<file path="src/hdl/hfc_pkg.sv">
// Shared types and constants for the half/single float bit-pattern converter.
// No dependencies; used by hfc_convert and half_float_convert_top.
package hfc_pkg;

    localparam int WordWidth = 32;
    localparam int HalfWidth = 16;

    // Single precision limits, magnitude bits only
    localparam logic [30:0] F_MAX_HALF = 31'h477F_E000;
    localparam logic [30:0] F_INF      = 31'h7F80_0000;
    localparam logic [30:0] F_TINY     = 31'h3800_2000;

    localparam logic [14:0] H_MAX_MAG  = 15'h7BFF;
    localparam logic [14:0] H_MIN_MAG  = 15'h0001;

    // Exponent rebias between the two formats
    localparam logic [4:0] REBIAS_LOW5 = 5'd16;
    localparam logic [7:0] REBIAS      = 8'd112;

    typedef enum logic
    {
        OP_TO_HALF  = 1'b0,
        OP_TO_FLOAT = 1'b1
    } hfc_op_t;

endpackage

</file>
<file path="src/hdl/hfc_convert.sv">
// Combinational conversion between single and half float bit patterns.
// Depends on hfc_pkg.
module hfc_convert
(
    input  hfc_pkg::hfc_op_t                opcode,
    input  logic [hfc_pkg::WordWidth-1:0]   operand,
    output logic [hfc_pkg::WordWidth-1:0]   result
);
    import hfc_pkg::*;

    logic [30:0]          mag;
    logic                 f_sign;
    logic [4:0]           half_exp;
    logic [HalfWidth-1:0] half_word;
    logic [HalfWidth-1:0] h;
    logic [7:0]           float_exp;
    logic [WordWidth-1:0] float_word;

    assign mag      = operand[30:0];
    assign f_sign   = operand[31];
    assign half_exp = operand[27:23] - REBIAS_LOW5;

    always_comb
    begin
        if (mag == 31'd0)
        begin
            half_word = '0;
        end
        else if (mag > F_MAX_HALF && mag <= F_INF)
        begin
            half_word = {f_sign, H_MAX_MAG};
        end
        else if (mag < F_TINY)
        begin
            half_word = {f_sign, H_MIN_MAG};
        end
        else
        begin
            half_word = {f_sign, half_exp, operand[22:13]};
        end
    end

    assign h         = operand[HalfWidth-1:0];
    assign float_exp = {3'b000, h[14:10]} + REBIAS;

    always_comb
    begin
        if (h[14:0] == 15'd0)
        begin
            float_word = {h[15], 31'd0};
        end
        else
        begin
            float_word = {h[15], float_exp, h[9:0], 13'd0};
        end
    end

    always_comb
    begin
        case (opcode)
            OP_TO_HALF:  result = {{(WordWidth-HalfWidth){1'b0}}, half_word};
            OP_TO_FLOAT: result = float_word;
            default:     result = float_word;
        endcase
    end

endmodule

</file>
<file path="src/hdl/half_float_convert_top.sv">
// Top level of the half/single float bit-pattern converter.
// Depends on hfc_pkg and hfc_convert.
//
// Usage:
//   Input channel s_axis_*: tdata carries the operand (a float32 pattern, or a
//   half pattern in bits 15..0); tuser carries the opcode (0 = to half,
//   1 = to float). Output channel m_axis_*: tdata carries the result (half
//   pattern in bits 15..0 with bits 31..16 zero, or a float32 pattern).
//   An item moves when tvalid and tready are both high at a rising edge.
//   Path: an accepted item is held in the input register, and it is presented
//   on m_axis once it has moved into the result register.
//   Throughput: one item per cycle when not stalled; the input register feeds
//   the converter logic, whose output is held in the result register.
//   Stall: while m_axis_tready is low a full result register holds; an empty
//   input register still takes one item, and s_axis_tready is low while both
//   registers are full.
//   Reset: rst_n low clears both valid flags; no item is in flight
//   afterwards and s_axis_tready is high.
module half_float_convert_top
(
    input  logic                          clk,
    input  logic                          rst_n,
    input  logic                          s_axis_tvalid,
    output logic                          s_axis_tready,
    input  logic [hfc_pkg::WordWidth-1:0] s_axis_tdata,  // operand[31:0]
    input  logic                          s_axis_tuser,  // opcode[0]
    output logic                          m_axis_tvalid,
    input  logic                          m_axis_tready,
    output logic [hfc_pkg::WordWidth-1:0] m_axis_tdata   // result[31:0]
);
    import hfc_pkg::*;

    logic                 in_valid_reg;
    logic                 in_valid_next;
    hfc_op_t              in_op_reg;
    logic [WordWidth-1:0] in_operand_reg;
    logic                 out_valid_reg;
    logic                 out_valid_next;
    logic [WordWidth-1:0] out_data_reg;
    logic [WordWidth-1:0] conv_result;
    logic                 out_free;
    logic                 in_take;

    assign out_free      = !out_valid_reg || m_axis_tready;
    assign s_axis_tready = !in_valid_reg || out_free;
    assign in_take       = s_axis_tvalid && s_axis_tready;

    hfc_convert u_convert
    (
        .opcode  (in_op_reg),
        .operand (in_operand_reg),
        .result  (conv_result)
    );

    always_comb
    begin
        in_valid_next  = in_valid_reg;
        out_valid_next = out_valid_reg;
        if (out_free)
        begin
            out_valid_next = in_valid_reg;
        end
        if (s_axis_tready)
        begin
            in_valid_next = s_axis_tvalid;
        end
    end

    always_ff @(posedge clk or negedge rst_n)
    begin
        if (!rst_n)
        begin
            in_valid_reg  <= 1'b0;
            out_valid_reg <= 1'b0;
        end
        else
        begin
            in_valid_reg  <= in_valid_next;
            out_valid_reg <= out_valid_next;
        end
    end

    always_ff @(posedge clk)
    begin
        if (in_take)
        begin
            in_op_reg      <= hfc_op_t'(s_axis_tuser);
            in_operand_reg <= s_axis_tdata;
        end
        if (out_free && in_valid_reg)
        begin
            out_data_reg <= conv_result;
        end
    end

    assign m_axis_tvalid = out_valid_reg;
    assign m_axis_tdata  = out_data_reg;

endmodule
</file>
<file path="config.mk">
export PLATFORM = sky130hd
export DESIGN_NAME = half_float_convert_top
export DESIGN_NICKNAME = d
export VERILOG_FILES = /design/src/hdl/hfc_pkg.sv /design/src/hdl/hfc_convert.sv /design/src/hdl/half_float_convert_top.sv
export SDC_FILE = /design/constraint.sdc
export NUM_CORES = 1
export LEC_CHECK = 0
export ABC_AREA = 1
export ABC_CLOCK_PERIOD_IN_PS = 2700
export BUFFER_PORTS_ARGS = -buffer_cell sky130_fd_sc_hd__clkbuf_2
export CAP_MARGIN = 30
export CORE_ASPECT_RATIO = 1.1
export CORE_MARGIN = 2
export CORE_UTILIZATION = 35
export CTS_CLUSTER_SIZE = 28
export DETAILED_ROUTE_END_ITERATION = 12
export PLACE_DENSITY = 0.55
export SETUP_SLACK_MARGIN = 0.2
export SKIP_CTS_REPAIR_TIMING = 1
export SYNTH_ARGS = -nofsm -noshare
export SYNTH_HDL_FRONTEND = slang
export SYNTH_SLANG_ARGS = --single-unit
export TNS_END_PERCENT = 1
</file>
<file path="constraint.sdc">
create_clock -name clk -period 2.7 [get_ports clk]
set_input_delay 0.27 -clock clk [delete_from_list [all_inputs] [get_ports clk]]
set_output_delay 0.27 -clock clk [all_outputs]
set_load 0.005 [all_outputs]
</file>
==> flow_summary.ini <==
[cts]
cts_tree = built
clk_pin_slew_worst_paths_ns = 0.07
numCtsBuffers = 9
htreeDepth = 3
clockBufferDepth = 2
ctsRootBufferMaster = clkbuf_8
clk-insertion-delay-late_ns = 0.34
numClockSinks = 65

[sta]
fin_setup_tns_ns = 0
worst_clock_skew_ns = 0.00943
tightest_slew_ns = 0.603
min_period_ns = 1.94
finalHoldViolCount = 0
max_slew_margin_pct = 59.7
finalCritPeriodShare_pct = 71.8
setup_viol = 0
final_max_slew_viol_count = 0
fmax_ghz = 0.516
rsz0062_at_grt = no

[logic_synthesis]
synth_edf_count = 63
syn_inst = 240
synth_most_common_cell = nand2_1
synthFlopType = edfxtp_1
synth.avg_cell_area_um2 = 11.5
synth_top_area_cell = edfxtp_1
ys_types = 18
synth.top_cell.area_share_pct = 68.7
seq_area_frac_synth_pct = 70.5
netlist_top_cells_count = nand2_1 (65), edfxtp_1 (63), nor2_1 (38)
ys_seq_elements = 65
synthTopCellsByArea = edfxtp_1 (69%), nand2_1 (8.9%), nor2_1 (5.2%), inv_1 (3.7%), a21oi_2 (2.9%)
synth_warnings = 0
async_flop_share_pct = 3.08
synth_nets = 277
syn_area_um2 = 2750

[drt]
num_vias = 1837
postRouteAntennaNets = 0
wl_um = 5370
drc_errors = 0
vias_per_cell = 4.30
dr.pass1.iters = 4
drt_iter0_drc = 166
wl_per_cell_um = 12.6

[final_layout]
nNetsFinal = 354
n_antenna_cell = 0
area_growth_pct = 25.1
seqCellArea_um2 = 1940
n_fill_cell = 739
multiInputGateArea_um2 = 662
final_area_um2 = 3440
drive_above_1_share_pct = 32.6
largest_reg_flops = 32

[setup_path]
end_kind = flop
worst_ep_required_time_ns = 2.75
ff2ff_setup_slack_ns = 0.76
crit_path_start_kind = flop
crit_fanout = 12
worstPathArrival_ns = 1.99
crit_type = reg2reg

[global_routing]
grt_pass1_vias = 1852
grt_usage_pct = 13.9
grt_max_degree = 34
grt_overflow_total = 0
grt_pass1_wl_um = 8870
antenna_found_initial = 0

[place]
detailed_place_hpwl_um = 3830
gp_congestion = 0.813
postPlaceCellArea_um2 = 3200
io_buffers = 70

[floorplan]
initial_core_util_pct = 36.4
die_x_um = 88.6
die_y_um = 97.0
io_pins = 71
num_rows = 33
coreArea_um2 = 7560
die_area_um2 = 8590

[power]
p_switching_mw = 0.541
peakVddDrop_v = 0.000333
power.density_nw_per_um2 = 714
sw_frac_of_total_pct = 22.0
clockPowerShare_pct = 38.3
comb_power_share_pct = 9.8
p_int_mw = 1.92
leakagePower_nw = 1.47
seqPwrFrac_pct = 52.0

[job]
maxCapViolations = 0

[outcome]
status = finished clean

[hold_path]
hold_path.class = in2reg
## critical path: stages (launching register included)
cell      delay, ns
edfxtp_1       0.43
nor2_1         0.16
inv_1          0.07
nor2_1         0.14
nand2_1        0.07
nor2_1         0.08
nand3_1        0.12
nand2_1        0.48
a21oi_1        0.10
## cell usage in the layout, fill, tap and decap left out
cell,count
clkbuf_8,12
dfrtp_1,2
clkbuf_2,70
a21oi_1,3
a21oi_4,2
nand3_4,1
clkbuf_1,2
buf_4,2
nor4_1,1
a21oi_2,9
edfxtp_1,63
nor3_2,1
nand2_2,3
nand4_1,2
dlygate4sd3_1,1
nor2_2,3
nand2_1,65
inv_1,27
nor2_1,38
bufinv_16,2
nand3_1,13
## per-stage QoR
| step | hold slack (ns) | cells | power (mW) | utilization (%) | setup WS [ns] |
|---|---|---|---|---|---|
| floorplan | -0.0256 | 240 | 1.42 | - | 0.345 |
| global placement | 0.0567 | 410 | 1.54 | 42.4 | 0.842 |
| detailed placement | 0.0603 | 410 | 1.54 | 42.4 | 0.760 |
| CTS | -0.311 | 426 | 2.49 | 45.5 | 0.751 |
| global route | 0.0812 | 427 | 2.58 | 45.6 | 0.519 |
| finish | 0.103 | 427 | 2.46 | 45.6 | 0.761 |
## worst paths after layout
kind	endpoint	startpoint	cells past startpoint
min	in_operand_reg[10]$_DFFE_PP_	s_axis_tdata[10]	1
max	m_axis_tdata[0]$_SDFFCE_PP0P_	in_operand_reg[27]$_DFFE_PP_	8
max in group asynchronous	m_axis_tvalid$_DFFE_PN0P_	rst_n	2
max reg2reg	m_axis_tdata[0]$_SDFFCE_PP0P_	in_operand_reg[27]$_DFFE_PP_	8
min in group asynchronous	in_valid_reg$_DFFE_PN0N_	rst_n	2
min reg2reg	m_axis_tvalid$_DFFE_PN0P_	in_valid_reg$_DFFE_PN0N_	2
## power groups by stage
stage	registers (mW)	clock network (mW)	logic [mW]
after floorplan	1.29	0	0.135
after global placement	1.30	0	0.243
after detailed placement	1.30	0	0.246
after CTS	1.28	0.965	0.246
after global routing	1.29	1.01	0.275
final	1.28	0.941	0.240
## cell families after synthesis
| group | Yosys count | synth area share [%] |
|---|---|---|
| simple gates | 127 | 19.4 |
| compound gates | 14 | 4.18 |
| buf+inv | 34 | 5.86 |
| flops | 65 | 70.5 |
## metal layers
layer  vias up  part of all wire, %  track usage (%)
met5         -                    0                0
met4         0                  1.8             5.59
met3         9                  5.9             4.69
met2        54                   48             21.7
met1       833                   44             17.5
li1        941                    -                -
## cell type report
type / count / share of cell area (%)
clock buffer: 14 / 5.01
inverter: 27 / 2.94
clock inverter: 2 / 1.74
sequential: 65 / 56.4
timing repair buffer: 73 / 10.9
tap: 105 / 3.81
multi-input combinational: 141 / 19.2
Note: power is estimated with default switching activity, not from simulation.
